## src/hw/rtl/sba_pkg.sv

```systemverilog
// ============================================================================
// sba_pkg
// Shared types, constants and command codes of the striped bump allocator.
// ============================================================================
package sba_pkg;

    // Default parameter values for the top level.
    localparam int NUM_NODES_DEF  = 16;
    localparam int NODE_BYTES_DEF = 16777216;
    localparam int FREE_DEPTH_DEF = 256;

    // Fixed field widths.
    localparam int ADDR_W     = 32;
    localparam int CMD_W      = 2;
    localparam int CNT_W      = 7;
    localparam int HOME_W     = 8;
    localparam int HOME_SUM_W = 38;
    localparam int PADDR_W    = 3;
    localparam int PDATA_W    = 32;

    // The bit of the APB address that selects a register.
    localparam int REG_SEL_BIT = 2;

    // Longest striped run, start of every bump pointer, and the number of
    // freed entries that must be exceeded before the free FIFO is reused.
    localparam int MAX_RUN     = 64;
    localparam int LOCAL_START = 64;
    localparam int RING_MIN    = 2;

    typedef enum logic [CMD_W-1:0] {
        CMD_LOCAL  = 2'd0,
        CMD_FREE   = 2'd1,
        CMD_STRIPE = 2'd2
    } t_cmd;

    typedef enum logic {
        REG_LOCAL_BASE = 1'b0,
        REG_HOME_NODE  = 1'b1
    } t_reg;

    typedef enum logic [2:0] {
        ST_IDLE,
        ST_LOCAL,
        ST_POP,
        ST_NODE_RD,
        ST_NODE_EL,
        ST_FINISH
    } t_state;

    typedef struct packed {
        logic [ADDR_W-1:0] local_base;
        logic [HOME_W-1:0] home_node;
    } t_cfg;

    // Commands from the controller to the datapath.
    typedef struct packed {
        logic take;
        logic push;
        logic pop_rd;
        logic stripe_init;
        logic loc_emit;
        logic pop_emit;
        logic node_rd;
        logic el_step;
        logic fin_emit;
    } t_ctl;

    // Status from the datapath to the controller.
    typedef struct packed {
        logic [CMD_W-1:0] cmd;
        logic             cnt_zero;
        logic             ring_gt_min;
        logic             el_last;
        logic             out_free;
    } t_stat;

endpackage

```

## src/hw/rtl/sba_cfg.sv

```systemverilog
// ============================================================================
// sba_cfg
// APB register file holding the local base and the home node.
// ============================================================================
module sba_cfg
    import sba_pkg::*;
(
    input  logic               i_clk,
    input  logic               i_rst_n,
    input  logic               psel,
    input  logic               penable,
    input  logic               pwrite,
    input  logic [PADDR_W-1:0] paddr,
    input  logic [PDATA_W-1:0] pwdata,
    output logic [PDATA_W-1:0] prdata,
    output logic               pready,
    output t_cfg               o_cfg
);
    logic [ADDR_W-1:0] r_local_base;
    logic [HOME_W-1:0] r_home_node;
    logic              s_wr;

    assign pready = 1'b1;
    assign s_wr   = psel && penable && pwrite;

    always_ff @(posedge i_clk) begin
        if (!i_rst_n) begin
            r_local_base <= '0;
            r_home_node  <= '0;
        end else if (s_wr) begin
            unique case (t_reg'(paddr[REG_SEL_BIT]))
                REG_LOCAL_BASE: r_local_base <= pwdata;
                REG_HOME_NODE:  r_home_node  <= pwdata[HOME_W-1:0];
            endcase
        end
    end

    always_comb begin
        unique case (t_reg'(paddr[REG_SEL_BIT]))
            REG_LOCAL_BASE: prdata = r_local_base;
            REG_HOME_NODE:  prdata = PDATA_W'(r_home_node);
        endcase
    end

    assign o_cfg.local_base = r_local_base;
    assign o_cfg.home_node  = r_home_node;
endmodule

```

## config.mk

```make
export PLATFORM = sky130hd
export DESIGN_NAME = sba_cfg
export DESIGN_NICKNAME = d
export VERILOG_FILES = /design/src/hw/rtl/sba_pkg.sv /design/src/hw/rtl/sba_cfg.sv
export SDC_FILE = /design/constraint.sdc
export NUM_CORES = 1
export LEC_CHECK = 0
export BUFFER_PORTS_ARGS = -buffer_cell sky130_fd_sc_hd__buf_2
export CAP_MARGIN = 20
export CORE_ASPECT_RATIO = 0.7
export CORE_MARGIN = 4
export CORE_UTILIZATION = 43
export CTS_CLUSTER_DIAMETER = 40
export DETAILED_ROUTE_END_ITERATION = 16
export GPL_TIMING_DRIVEN = 0
export PLACE_DENSITY_LB_ADDON = 0.05
export SYNTH_ARGS = -nofsm -noshare
export SYNTH_HDL_FRONTEND = slang
export SYNTH_SLANG_ARGS = --single-unit
```

## constraint.sdc

```tcl
create_clock -name i_clk -period 1.7 [get_ports i_clk]
set_clock_uncertainty 0.15 [all_clocks]
set_input_delay 0.34 -clock i_clk [delete_from_list [all_inputs] [get_ports i_clk]]
set_output_delay 0.34 -clock i_clk [all_outputs]
set_load 0.01 [all_outputs]
```

==> results.txt <==
The run finished with clean final reports. Across every metal layer, demand over resource in global routing totals 17.3%. The worst setup path is captured at an output port.

Dividing the detail-routed via count by the number of cells gives 4.61. For hold timing, the worst endpoint is r_local_base[13]. The worst path uses 93.3% of the clock period. Worst-case reg-to-reg path depth: 2. The number of placed instances, taps included, is 363. The routability-driven placement congestion ratio is 0.736, and the estimated wirelength of the detail-placed design is 3.67 mm. The logs give 4.64 mm for the final routed wirelength across all metal layers and 0 for the global-route congestion overflow total. Port buffering added 107 buffers. Share of cells above drive strength 1: 40.9%. The net count of the finished layout is 357.

The filler-free cell count of the finished design was 370; the count of unique library cells instantiated by Yosys was 13. The average wire per cell in the routed design is 12.5 um, and the count of pins on the block boundary is 113. After technology mapping, the gate count stands at 204. For the number of global-route vias before repair, the log shows 1652. TritonCTS built the clock tree.

Across the VDD grid, the largest voltage drop is 486 uV. The run gives 0.631 GHz as the timing-limited maximum frequency. Setup repair after global routing left no endpoint under its margin. The die is 63.2 um tall. STA classifies the critical path startpoint as a primary input. The post-route minimum period works out to 1590 ps. The number of stages on the worst hold path is 3, and the setup TNS is 0 ps.

STA puts the critical path data arrival time at 1100 ps. The number of antenna diodes in the final layout is 0. Once the clock tree was built, the setup fixing pass inserted 0 buffers. The core footprint was 0.00407 sq mm; the via total after detailed routing was 1707. CTS built an H-tree with a depth of 2. For the post-synth design cell area, the log shows 0.00187 sq mm. The tree is rooted in a sky130_fd_sc_hd__clkbuf_8. The number of max-slew violations in the final report is 0.

The total DRC errors in the routed layout was 0. The setup path with the least slack is of type in2out. The initial standard-cell utilization of the core came out at 46.0%. The longest clock path from root to sink contains 2 buffers.

The die covers 0.00549 sq mm. The tightest min-delay check is of the in2reg type. Setup slack on the worst reg-to-reg path comes out at 880 ps. Maximum fanout count along the critical path: 16. The source of the critical timing path was paddr[2].

The logs give 17 for the largest net degree at the start of global routing and 0 for the count of maximum capacitance violations. For the CTS sink count, the log shows 40. Synthesis inferred 40 register bits. The detail route stage leaves a number of antenna-violating nets equal to 0.

The share of the Yosys chip area taken by registers is 42.8%. The first-pass GRT wire length is 7.67 mm, and the total nets after synthesis is 244. In the layout the commonest cells are sky130_fd_sc_hd__buf_2 (108), sky130_fd_sc_hd__nand2_1 (72), sky130_fd_sc_hd__mux2i_1 (40), sky130_fd_sc_hd__dfxtp_1 (40), sky130_fd_sc_hd__nor2b_1 (24). The most common cell after layout, fill and taps aside was sky130_fd_sc_hd__buf_2.

Hold timing on the final database bottoms out at a slack of 146 ps. The tools report the data required time of the worst path as 1210 ps. The initial antenna violation count is 0. Final-report hold violation count: 0.

The area growth from synthesis to layout is 36.7%. The worst register-to-register path begins at r_local_base[17]. The number of clock buffers inserted by TritonCTS is 5. For the number of standard-cell rows in the floorplan, the log shows 19.

The Yosys step of the flow raised 0 warnings. The tools report the cts-stage hold buffer count as 0. The total setup violations reported at the end of the flow was 0; the standby leakage power was 1.33 nW. The first TritonRoute pass finished after 4 iterations. The CTS clock-pin slew for the worst setup and hold paths works out to 70 ps. The endpoint identified for the worst register-to-register timing path is r_local_base[17]. The clock latency on the worst-skew pair is 280 ps, and the mean instance size in the synthesized netlist is 9.18 sq um. In this run the horizontal extent of the chip is 86.9 um. For this design the ratio of total power to cell area is 713 mW/mm^2. Number of DRC markers in iteration 0: 41. The worst hold path begins at pwdata[13].
-- synthesized netlist by cell type --
cell,n,share of area [%]
sky130_fd_sc_hd__nand4_2,1,0.67
sky130_fd_sc_hd__conb_1,1,0.20
sky130_fd_sc_hd__clkbuf_1,9,1.8
sky130_fd_sc_hd__nand2_1,72,14
sky130_fd_sc_hd__buf_12,3,3.2
sky130_fd_sc_hd__mux2_2,8,4.8
sky130_fd_sc_hd__dfxtp_1,40,43
sky130_fd_sc_hd__nor2b_1,24,8.0
sky130_fd_sc_hd__mux2i_1,40,21
sky130_fd_sc_hd__buf_4,1,0.40
sky130_fd_sc_hd__and4b_1,1,0.53
sky130_fd_sc_hd__buf_2,2,0.53
sky130_fd_sc_hd__buf_6,2,1.2
-- power breakdown --
part	switching, W	internal, W	leakage [nW]
logic	0.000116	0.000103	0.960
registers	0.0000147	0.000958	0.324
clock network	0.000301	0.000331	0.0455
-- final cells by class --
type                       count  area [sq um]
buffer                        16           130
clock buffer                   8          90.1
fill                         381          1510
multi-input combinational    147           937
sequential                    40           801
tap                           52          65.1
timing repair buffer         107           536
-- layer usage --
metal | vias up | part of all wire (%) | track usage, %
li1 | 876 | - | -
met1 | 762 | 47 | 22.7
met2 | 67 | 44 | 27.5
met3 | 2 | 8.7 | 4.95
met4 | 0 | 0.39 | 4.67
met5 | - | 0 | 0
-- worst max-delay path: stages --
cell and delay, ps:
sky130_fd_sc_hd__buf_6 160, sky130_fd_sc_hd__clkbuf_1 360, sky130_fd_sc_hd__nor2b_1 80, sky130_fd_sc_hd__buf_2 150
-- registers in the layout, indices dropped and copies added (netlist names) --
register	count
r_home_node	8
r_local_base	32
-- cell families (layout without fill, tap and decap cells) --
family	after synthesis	count (layout)	share of synthesized area, %
buffers and inverters	17	131	7.15
flip-flops	40	40	42.8
multiplexers	48	48	26.2
other	1	1	0.200
AND/OR/NAND/NOR	98	98	23.7
-- how the worst max path moves through the flow --
| stage | to | slack, ps | cells after the start |
|---|---|---|---|
| after floorplan | prdata[2] | 220 | 3 |
| after global placement | prdata[2] | -20 | 4 |
| after detailed placement | prdata[2] | -10 | 4 |
| after CTS | prdata[14] | 100 | 4 |
| after global routing | prdata[14] | 10 | 4 |
| final | prdata[12] | 110 | 4 |
-- timing repair --
item / 4_1_cts / 5_1_grt
setup endpoints to repair: 6 / 3
pin swaps: 0 / 0
gates resized for setup: 0 / 2
cloned: 0 / 0
-- metrics by stage --
| step | util (%) | total power [W] | cell area [sq um] | setup WS (ps) |
|---|---|---|---|---|
| 6_report | 62.9 | 0.00182 | 2560 | 114 |
| 5_1_grt | 62.9 | 0.00191 | 2560 | 12.3 |
| 4_1_cts | 62.9 | 0.00185 | 2560 | 95.7 |
| 3_5_place_dp | 60.8 | 0.00122 | 2470 | -14.9 |
| 3_3_place_gp | 60.8 | 0.00122 | 2470 | -15.0 |
| 2_1_floorplan | - | 0.00112 | 1870 | 216 |
(Power assumes the default switching activity.)
