### config.mk
export PLATFORM = sky130hd
export DESIGN_NAME = sba_ctrl
export DESIGN_NICKNAME = d
export VERILOG_FILES = /design/src/hw/rtl/sba_pkg.sv /design/src/hw/rtl/sba_ctrl.sv
export SDC_FILE = /design/constraint.sdc
export NUM_CORES = 1
export LEC_CHECK = 0
export ABC_AREA = 1
export BUFFER_PORTS_ARGS = -buffer_cell sky130_fd_sc_hd__buf_2
export CORE_AREA = 2 2 39 41
export DETAILED_ROUTE_END_ITERATION = 12
export DIE_AREA = 0 0 41 43
export SYNTH_ARGS = -nofsm -noshare
export SYNTH_HDL_FRONTEND = slang
export SYNTH_SLANG_ARGS = --single-unit
### constraint.sdc
create_clock -name i_clk -period 1.1 [get_ports i_clk]
set_input_delay 0 -clock i_clk [delete_from_list [all_inputs] [get_ports i_clk]]
set_output_delay 0 -clock i_clk [all_outputs]
set_load 0.03 [all_outputs]
### src/hw/rtl/sba_pkg.sv
// ============================================================================
// sba_pkg
// Shared types, constants and command codes of the striped bump allocator.
// ============================================================================
package sba_pkg;

    // Default parameter values for the top level.
    localparam int NUM_NODES_DEF  = 16;
    localparam int NODE_BYTES_DEF = 16777216;
    localparam int FREE_DEPTH_DEF = 256;

    // Fixed field widths.
    localparam int ADDR_W     = 32;
    localparam int CMD_W      = 2;
    localparam int CNT_W      = 7;
    localparam int HOME_W     = 8;
    localparam int HOME_SUM_W = 38;
    localparam int PADDR_W    = 3;
    localparam int PDATA_W    = 32;

    // The bit of the APB address that selects a register.
    localparam int REG_SEL_BIT = 2;

    // Longest striped run, start of every bump pointer, and the number of
    // freed entries that must be exceeded before the free FIFO is reused.
    localparam int MAX_RUN     = 64;
    localparam int LOCAL_START = 64;
    localparam int RING_MIN    = 2;

    typedef enum logic [CMD_W-1:0] {
        CMD_LOCAL  = 2'd0,
        CMD_FREE   = 2'd1,
        CMD_STRIPE = 2'd2
    } t_cmd;

    typedef enum logic {
        REG_LOCAL_BASE = 1'b0,
        REG_HOME_NODE  = 1'b1
    } t_reg;

    typedef enum logic [2:0] {
        ST_IDLE,
        ST_LOCAL,
        ST_POP,
        ST_NODE_RD,
        ST_NODE_EL,
        ST_FINISH
    } t_state;

    typedef struct packed {
        logic [ADDR_W-1:0] local_base;
        logic [HOME_W-1:0] home_node;
    } t_cfg;

    // Commands from the controller to the datapath.
    typedef struct packed {
        logic take;
        logic push;
        logic pop_rd;
        logic stripe_init;
        logic loc_emit;
        logic pop_emit;
        logic node_rd;
        logic el_step;
        logic fin_emit;
    } t_ctl;

    // Status from the datapath to the controller.
    typedef struct packed {
        logic [CMD_W-1:0] cmd;
        logic             cnt_zero;
        logic             ring_gt_min;
        logic             el_last;
        logic             out_free;
    } t_stat;

endpackage

### src/hw/rtl/sba_ctrl.sv
// ============================================================================
// sba_ctrl
// Sequencer that steps each command through the allocator datapath.
// ============================================================================
module sba_ctrl
    import sba_pkg::*;
(
    input  logic  i_clk,
    input  logic  i_rst_n,
    input  logic  i_in_valid,
    output logic  o_in_ready,
    input  t_stat i_stat,
    output t_ctl  o_ctl
);
    t_state r_state;
    t_state n_state;
    logic   s_accept;

    assign s_accept = i_in_valid && (r_state == ST_IDLE);

    always_ff @(posedge i_clk) begin
        if (!i_rst_n) begin
            r_state <= ST_IDLE;
        end else begin
            r_state <= n_state;
        end
    end

    always_comb begin
        n_state = r_state;
        unique case (r_state)
            ST_IDLE: begin
                if (s_accept) begin
                    unique case (i_stat.cmd)
                        CMD_LOCAL:  n_state = i_stat.ring_gt_min ? ST_POP : ST_LOCAL;
                        CMD_STRIPE: n_state = i_stat.cnt_zero ? ST_IDLE : ST_NODE_RD;
                        default:    n_state = ST_IDLE;
                    endcase
                end
            end
            ST_LOCAL, ST_POP: begin
                if (i_stat.out_free) begin
                    n_state = ST_IDLE;
                end
            end
            ST_NODE_RD: n_state = ST_NODE_EL;
            ST_NODE_EL: begin
                if (i_stat.el_last) begin
                    n_state = ST_FINISH;
                end else if (i_stat.out_free) begin
                    n_state = ST_NODE_RD;
                end
            end
            ST_FINISH: begin
                if (i_stat.out_free) begin
                    n_state = ST_IDLE;
                end
            end
            default: n_state = ST_IDLE;
        endcase
    end

    always_comb begin
        o_ctl      = '0;
        o_in_ready = 1'b0;
        unique case (r_state)
            ST_IDLE: begin
                o_in_ready        = 1'b1;
                o_ctl.take        = s_accept;
                o_ctl.push        = s_accept && (i_stat.cmd == CMD_FREE);
                o_ctl.pop_rd      = s_accept && (i_stat.cmd == CMD_LOCAL)
                                    && i_stat.ring_gt_min;
                o_ctl.stripe_init = s_accept && (i_stat.cmd == CMD_STRIPE)
                                    && !i_stat.cnt_zero;
            end
            ST_LOCAL:   o_ctl.loc_emit = i_stat.out_free;
            ST_POP:     o_ctl.pop_emit = i_stat.out_free;
            ST_NODE_RD: o_ctl.node_rd  = 1'b1;
            ST_NODE_EL: o_ctl.el_step  = i_stat.el_last || i_stat.out_free;
            ST_FINISH:  o_ctl.fin_emit = i_stat.out_free;
            default:    o_ctl = '0;
        endcase
    end
endmodule

==> flow_summary_export.csv, run 1 <==
group,metric,value,unit
run_status,status,"finished with violations",
run_status,violations,"setup timing",
logic_synthesis,ys_warn_count,0,
floorplanning,chipWidth,41,µm
timing,period_needed,1.24,ns
global_routing,grt_max_degree,7,
final_layout,diodes,0,
global_routing,overflow,0,
logic_synthesis,syn_area_per_cell,5.20,µm²
timing,fin_ws,-0.143,ns
placement,place_hpwl,687,µm
critical_path,slowest_delay,0.35,ns
min_path,hold_start,"i_rst_n",
logic_synthesis,synth_top_area_share,22.4,%
critical_path,path_max_fanout,5,
floorplanning,std_cell_rows,14,
routing,via_count,448,
critical_path,critPathMostFrequentCell,"buf_6",
critical_path,worst_setup_path_end_kind,"output pin",
pwr,p_per_area,3410,mW/mm²
final_layout,layout_common_cells,"nand2_1, buf_6, buf_2",
timing,worst_pin_slew,0.301,ns
clock_tree,htreeDepth,1,
final_layout,layout_commonest_cell,"nand2_1",
clock_tree,cts.sinks,3,
timing,drv_slew,0,
logic_synthesis,synth_nets,67,
critical_path,critPathLaunch,"r_state[2]",
clock_tree,clockRootBuffer,"clkbuf_4",
timing,max_freq,804,MHz
min_path,min_delay_path_depth,3,
final_layout,syn_to_final_growth,137,%
logic_synthesis,syn-instance-count,58,
logic_synthesis,yosys-top-cells-area,"nand2_1, dfxtp_1, nor2_1",
logic_synthesis,syn_area,302,µm²
clock_tree,clkTransAtPathRegs,0.04,ns
placement,portBuffers,18,
run,cap_violations,0,
pwr,peakVddDrop,1.72,mV
global_routing,grt_pass1_vias,373,
global_routing,antenna_found_initial,0,
floorplanning,die_height,43,µm
clock_tree,numCtsBuffers,3,
routing,antenna_left,0,
timing,skew,0.00449,ns
routing,wl_per_cell,9.66,µm
global_routing,track_usage,11.4,%
critical_path,r2r_slack,-0.06,ns
timing,finalSetupViolCount,11,
critical_path,crit_path_start_kind,"flop",
critical_path,worst_ep_arrival_time,1.24,ns
critical_path,r2r-start,"r_state[2]",
logic_synthesis,synth.distinct_cells,13,
routing,drt_iter0_drc,5,
logic_synthesis,synth.ff_latch_count,3,
clock_tree,cts_hold_buffers,0,
placement,post-place-ws,-0.0421,ns
floorplanning,core_area,0.00138,mm²
critical_path,path_cells,"buf_12 -> inv_6 -> nand3_2 -> buf_6 -> nor2_4 -> buf_6",
logic_synthesis,yosys.area.top_type,"nand2_1",
final_layout,largest_reg_flops,3,
routing,remaining_drc_errors,0,
final_layout,reg_top3,"r_state: 3 flops",
critical_path,cp_slowest_cell,"dfxtp_4",
timing,max-slew-margin-rel,79.9,%
final_layout,drive_gt1_share,70.0,%
timing,hold_violations,0,
clock_tree,cts_tree,"done",
placement,place_congestion,0.774,
routing,vias_per_cell,4.23,
final_layout,layout.nets,100,
final_layout,top_register,"r_state",
floorplanning,io_pins,19,
routing,drt_wl_total,1.02,mm
clock_tree,clkLatencyLatePin,0.23,ns
floorplanning,start_util,21.8,%
global_routing,grt_pass1_wl,1.44,mm
critical_path,critPathRequiredTime,1.10,ns
logic_synthesis,ys_seq_area_share,19.9,%
critical_path,rr_worst_depth,8,
routing,drtPass1Iterations,4,
min_path,hold_class,"in2reg",
timing,fin_crit_sh,113,%
pwr,cellLeakagePower,0.356,nW
clock_tree,clock_path_buffers,2,
timing,fin_setup_tns,-0.677,ns
floorplanning,die_area,0.00176,mm²
critical_path,path_class,"reg2out",
timing,rsz0062_at_grt,"true",
-- logic make-up after synthesis --
group / share of synthesized area, %
AO/OA/AOI/OAI: 3.32
flip-flops: 19.9
buffers and inverters: 12.4
AND/OR/NAND/NOR: 64.3
-- report_power, final --
group	total, mW	leakage (nW)	switching, mW	internal, mW
registers	0.334	0.0267	0.129	0.205
logic	1.90	0.314	1.00	0.900
clock network	0.193	0.0150	0.0575	0.136
-- worst paths after layout --
path,endpoint
worst min register to register,r_state[0]
worst max-delay path,o_ctl[3]
worst min-delay path,r_state[0]
worst max register to register,r_state[1]
-- critical path, delay by kind of cell (launching register included) --
kind	cells	cell delay (ns)
buf+inv	4	0.46
flops	1	0.35
simple gates	2	0.20
-- cells in the mapped netlist, drive strengths merged --
| cell type | count |
|---|---|
| nand3 | 6 |
| nand2 | 20 |
| nor3 | 4 |
| inv | 10 |
| o21ai | 2 |
| dfxtp | 3 |
| nor2 | 13 |
-- metrics by stage --
step,std cells,area (µm²),power (mW),hold slack (ns),util (%)
finish,106,713,2.43,0.0114,51.5
floorplan,58,333,1.09,0.0410,-
CTS,105,603,2.01,0.0130,43.6
detailed placement,96,473,1.44,0.262,34.2
global route,106,713,2.61,0.0236,51.5
global placement,96,473,1.42,0.253,34.2
-- per-layer routing --
| metal | vias up | global-route usage (%) | share of wire, % |
|---|---|---|---|
| li1 | 242 | - | - |
| met1 | 191 | 13.7 | 39 |
| met2 | 15 | 20.3 | 54 |
| met3 | 0 | 3.14 | 6.9 |
| met4 | 0 | 0 | 0 |
| met5 | - | 0 | 0 |
-- area by class of cell --
type / count / area [µm²]
Inverter: 10 / 42.5
Clock buffer: 4 / 26.3
Tap cell: 16 / 20.0
Timing Repair Buffer: 28 / 251
Sequential cell: 3 / 71.3
Fill cell: 137 / 671
Multi-Input combinational cell: 45 / 302
-- what timing repair did --
action                     CTS  global route
setup buffers                5             2
pin swaps                    4             9
setup endpoints to repair   11            12
cloned                       0             0
gates resized for setup     24            28
(Power assumes the default switching activity.)
==> inputs of run 2 (changes only) <==
Settings changed: SETUP_SLACK_MARGIN set to 0.5.
==> run 2 against run 1 <==
Net effect:
- critical path depth shrank 2
- setup slack gained 0.025 ns
- final cell count grew 7.5%
- global-route usage grew 1.8 points
- non-clock buffer count grew 8
- via count grew 8.3%
- critical path type unchanged
- clock power shrank 2%
- the run ends with hold timing, setup timing left
- sequential power grew 1%
==> flow_summary_export.csv, run 2 (synthesis results as in run 1) <==
group,metric,value,unit
pwr,cellLeakagePower,0.394,nW
clock_tree,numCtsBuffers,3,
timing,fin_ws,-0.118,ns
critical_path,critPathMostFrequentCell,"nor3_4",
timing,finalSetupViolCount,11,
timing,skew,0.00127,ns
final_layout,layout_common_cells,"buf_6, buf_4, nand2_1",
run_status,violations,"hold timing, setup timing",
timing,max_freq,821,MHz
routing,dr.max_layer_used,"met3",
placement,place_hpwl,671,µm
critical_path,path_max_fanout,5,
floorplanning,core_area,0.00138,mm²
final_layout,top_register,"r_state",
global_routing,grt_pass1_vias,431,
final_layout,syn_to_final_growth,152,%
critical_path,critPathRequiredTime,1.10,ns
timing,worst_pin_slew,0.325,ns
timing,rsz0062_at_grt,"true",
timing,max-slew-margin-rel,78.3,%
critical_path,worst_ep_arrival_time,1.22,ns
floorplanning,io_pins,19,
clock_tree,htreeDepth,1,
critical_path,crit_path_start_kind,"flop",
timing,period_needed,1.22,ns
final_layout,drive_gt1_share,69.4,%
routing,wl_met2,647,µm
floorplanning,die_area,0.00176,mm²
pwr,peakVddDrop,1.92,mV
final_layout,diodes,0,
routing,via_count,485,
global_routing,track_usage,13.3,%
clock_tree,clockRootBuffer,"clkbuf_4",
routing,drtPass1Iterations,2,
routing,vias_per_cell,4.25,
routing,drt_wl_total,1.10,mm
timing,drv_slew,0,
global_routing,grt_pass1_wl,1.56,mm
floorplanning,chipWidth,41,µm
routing,antenna_left,0,
timing,fin_setup_tns,-0.722,ns
critical_path,cp_slowest_cell,"dfxtp_4",
floorplanning,start_util,21.8,%
routing,wl_met1,405,µm
timing,fin_crit_sh,111,%
final_layout,largest_reg_flops,3,
clock_tree,cts.sinks,3,
run,cap_violations,0,
timing,hold_violations,1,
routing,drt_iter0_drc,2,
clock_tree,clock_path_buffers,2,
run_status,status,"finished with violations",
critical_path,path_cells,"nor3_4 -> nand2_2 -> nor3_4 -> buf_6",
timing,holdWs,-0.00379,ns
routing,dr_wl_met3,46,µm
floorplanning,std_cell_rows,14,
critical_path,worst_setup_path_end_kind,"output pin",
final_layout,layout.nets,108,
critical_path,slowest_delay,0.36,ns
routing,wl_per_cell,9.64,µm
min_path,hold_class,"in2reg",
routing,remaining_drc_errors,0,
critical_path,path_class,"reg2out",
final_layout,reg_top3,"r_state: 3 flops",
clock_tree,clkLatencyLatePin,0.23,ns
pwr,p_per_area,3310,mW/mm²
placement,portBuffers,18,
floorplanning,die_height,43,µm
global_routing,overflow,0,
clock_tree,cts_tree,"done",
clock_tree,cts_hold_buffers,0,
global_routing,antenna_found_initial,0,
global_routing,grt_max_degree,7,
clock_tree,clkTransAtPathRegs,0.03,ns
placement,place_congestion,0.781,
[run 2: cell count changes in the layout (fill, tap and decap cells not counted), moves of 2 or more]
cell,previous run,this run
buf_4,7,14
buf_6,11,14
nor2_1,5,7
nor2_2,5,3
[run 2: layer usage]
layer | track usage (%) | up-vias
li1 | - | 259
met1 | 10.9 | 213
met2 | 25.9 | 13
met3 | 4.71 | 0
met4 | 4.00 | 0
met5 | 0 | -
[run 2: worst max-delay path, delay by kind of cell (launching register included)]
kind / cells / cell delay (ns)
buf+inv: 1 / 0.15
flops: 1 / 0.36
simple gates: 3 / 0.48
[run 2: timing repair]
item                       4_1_cts  5_1_grt
buffers inserted                 9        6
setup endpoints to repair       13       13
resized for setup               27        8
pin swaps                        8        7
[run 2: area by class of cell]
cell class	instances	area, µm²
Clock buffer	4	26.3
Fill cell	126	624
Timing Repair Buffer	36	303
Sequential cell	3	71.3
Tap cell	16	20.0
Inverter	10	40.0
Multi-Input combinational cell	45	299
[run 2: metrics by stage]
step	util (%)	power (mW)	instance area, µm²	setup slack [ns]	instances
2_1_floorplan	-	1.21	372	-0.147	58
3_3_place_gp	36.4	1.49	504	0.0353	95
3_5_place_dp	36.4	1.50	504	0.0101	95
4_1_cts	49.4	2.19	683	-0.123	108
5_1_grt	54.9	2.70	759	-0.190	114
6_report	54.9	2.51	759	-0.118	114
[run 2: where the power goes]
group / internal (mW) / total, mW / leakage [nW] / switching [mW]
Sequential: 0.205 / 0.339 / 0.0267 / 0.134
Combinational: 1.01 / 1.98 / 0.352 / 0.975
Clock: 0.136 / 0.189 / 0.0150 / 0.0533
Total: 1.35 / 2.51 / 0.394 / 1.16
[run 2: worst paths after layout]
check,slack (ns),to,cells past startpoint,start
worst max register to register,-0.07,r_state[2],9,r_state[0]
worst min register to register,0.62,r_state[0],4,r_state[0]
worst max-delay path,-0.12,o_ctl[7],4,r_state[0]
worst min-delay path,-0.004,r_state[1],3,i_rst_n
==> inputs of run 3 (changes only) <==
Clock period 1.1 ns to 1.4 ns, I/O delays scaled along.
==> run 3 against run 2 <==
Net effect:
- die area unchanged
- total power decreased by 41%
- critical endpoint unchanged
- clock-buffer cell count unchanged
- final cell count fell by 12%
- setup slack better by 0.32 ns
- sequential share of layout area rose by 2.7 points
- flip-flop and latch count did not move
- sequential power down 24%
- register-to-register slack improved by 0.37 ns
- the flow now finishes without violations
- global-route usage is 2.2 points lower
- utilization down 12 points
- clock skew grew 0.0030 ns
==> flow_summary_export.csv, run 3 (synthesis results as in run 1) <==
group,metric,value,unit
critical_path,path_max_fanout,4,
critical_path,path_class,"reg2out",
routing,drt_iter0_drc,4,
critical_path,cp_slowest_cell,"dfxtp_4",
final_layout,layout.nets,94,
floorplanning,core_area,0.00138,mm²
routing,via_count,435,
min_path,hold_start,"i_stat[1]",
timing,rsz0062_at_grt,"true",
floorplanning,std_cell_rows,14,
pwr,peakVddDrop,0.857,mV
pwr,power.switching,0.757,mW
placement,place_hpwl,671,µm
critical_path,critPathRequiredTime,1.40,ns
timing,period_needed,1.20,ns
timing,max_freq,836,MHz
pwr,combPwrFrac,72.3,%
clock_tree,clkLatencyLatePin,0.23,ns
final_layout,diodes,0,
pwr,pwr-share-clk,10.2,%
timing,holdWs,0.132,ns
routing,remaining_drc_errors,0,
critical_path,slowest_delay,0.35,ns
clock_tree,cts.sinks,3,
floorplanning,chipWidth,41,µm
critical_path,path_cells,"nor3_4 -> nand2_2 -> nor3_4 -> buf_6",
clock_tree,cts_tree,"done",
floorplanning,die_area,0.00176,mm²
final_layout,drive_gt1_share,52.4,%
clock_tree,clkTransAtPathRegs,0.04,ns
routing,vias_per_cell,4.35,
pwr,internal_power,0.720,mW
critical_path,r2r-start,"r_state[2]",
clock_tree,clockRootBuffer,"clkbuf_4",
timing,drv_slew,0,
critical_path,worst_ep_arrival_time,1.20,ns
min_path,hold_class,"in2reg",
timing,hold_violations,0,
global_routing,grt_pass1_wl,1.28,mm
pwr,switching_share,51.3,%
clock_tree,htreeDepth,1,
pwr,p_seq_share,17.5,%
global_routing,overflow,0,
global_routing,track_usage,11.0,%
pwr,total_power,1.48,mW
critical_path,critPathLaunch,"r_state[2]",
pwr,p_per_area,2510,mW/mm²
pwr,cellLeakagePower,0.318,nW
final_layout,multi_input_area,255,µm²
placement,place_congestion,0.711,
clock_tree,clock_path_buffers,2,
timing,worst_pin_slew,0.205,ns
final_layout,register_area,71.3,µm²
global_routing,grt_pass1_vias,379,
final_layout,layout_common_cells,"nand2_1, buf_2, buf_6",
critical_path,critPathMostFrequentCell,"nor3_4",
final_layout,layoutNonFillerInstCount,100,
timing,max-slew-margin-rel,86.4,%
floorplanning,die_height,43,µm
routing,drt_wl_total,864,µm
global_routing,grt_max_degree,7,
timing,fin_setup_tns,0,ns
floorplanning,start_util,21.8,%
timing,skew,0.00426,ns
critical_path,worst_setup_path_end_kind,"output pin",
routing,wl_per_cell,8.64,µm
placement,place_inst,92,
routing,antenna_left,0,
final_layout,layout_commonest_cell,"nand2_1",
global_routing,antenna_found_initial,0,
floorplanning,io_pins,19,
critical_path,crit_path_start_kind,"flop",
routing,drtPass1Iterations,4,
final_layout,top_register,"r_state",
run_status,status,"finished, final reports clean",
final_layout,largest_reg_flops,3,
run,cap_violations,0,
clock_tree,numCtsBuffers,3,
timing,fin_crit_sh,85.4,%
final_layout,syn_to_final_growth,95.0,%
timing,finalSetupViolCount,0,
final_layout,utilization,42.5,%
placement,portBuffers,18,
final_layout,reg_top3,"r_state: 3 flops",
final_layout,fillers,147,
==> run 3: power by group through the flow <==
stage	logic, mW	registers [mW]	clock network, mW
after floorplan	0.685	0.235	0
after global placement	0.840	0.255	0
after detailed placement	0.848	0.254	0
after CTS	1.07	0.259	0.155
after global routing	1.17	0.267	0.161
final	1.07	0.259	0.151
==> run 3: timing repair <==
action | 4_1_cts | 5_1_grt
endpoints found under the hold margin | 2 | 0
endpoints found under the setup margin | 13 | 13
pin swaps | 4 | 3
gates resized for setup | 21 | 0
hold buffers | 1 | 0
buffers inserted | 3 | 0
==> run 3: path summary, 6_finish.rpt <==
check	depth (start not counted)	endpoint	slack (ns)
setup / recovery	4	o_ctl[7]	0.20
setup reg to reg	8	r_state[2]	0.30
hold / removal	4	r_state[1]	0.13
hold reg to reg	4	r_state[0]	0.61
==> run 3: per-layer routing <==
layer	GRT usage (%)	wire length, µm	vias to the layer above
li1	-	-	231
met1	8.97	316	183
met2	20.0	456	21
met3	3.14	90	0
met4	8.00	0	0
met5	0	0	-
==> run 3: worst max-delay path, delay by kind of cell, from the launching register on <==
kind / cells / cell delay (ns)
and+or+nand+nor: 3 / 0.46
DFF: 1 / 0.35
buffers and inverters: 1 / 0.15
==> run 3: layout make-up <==
class                   count  area share (%)
repair buffers             22            30.2
inverters                  10            6.38
clock buffers               4            4.47
flip-flops and latches      3            12.1
well taps                  16            3.40
multi-input cells          45            43.4
==> run 3: stage by stage <==
step	setup WS [ns]	cell area, µm²
floorplan	0.153	357
global placement	0.318	467
detailed placement	0.309	467
CTS	0.189	588
global route	0.140	588
finish	0.204	588
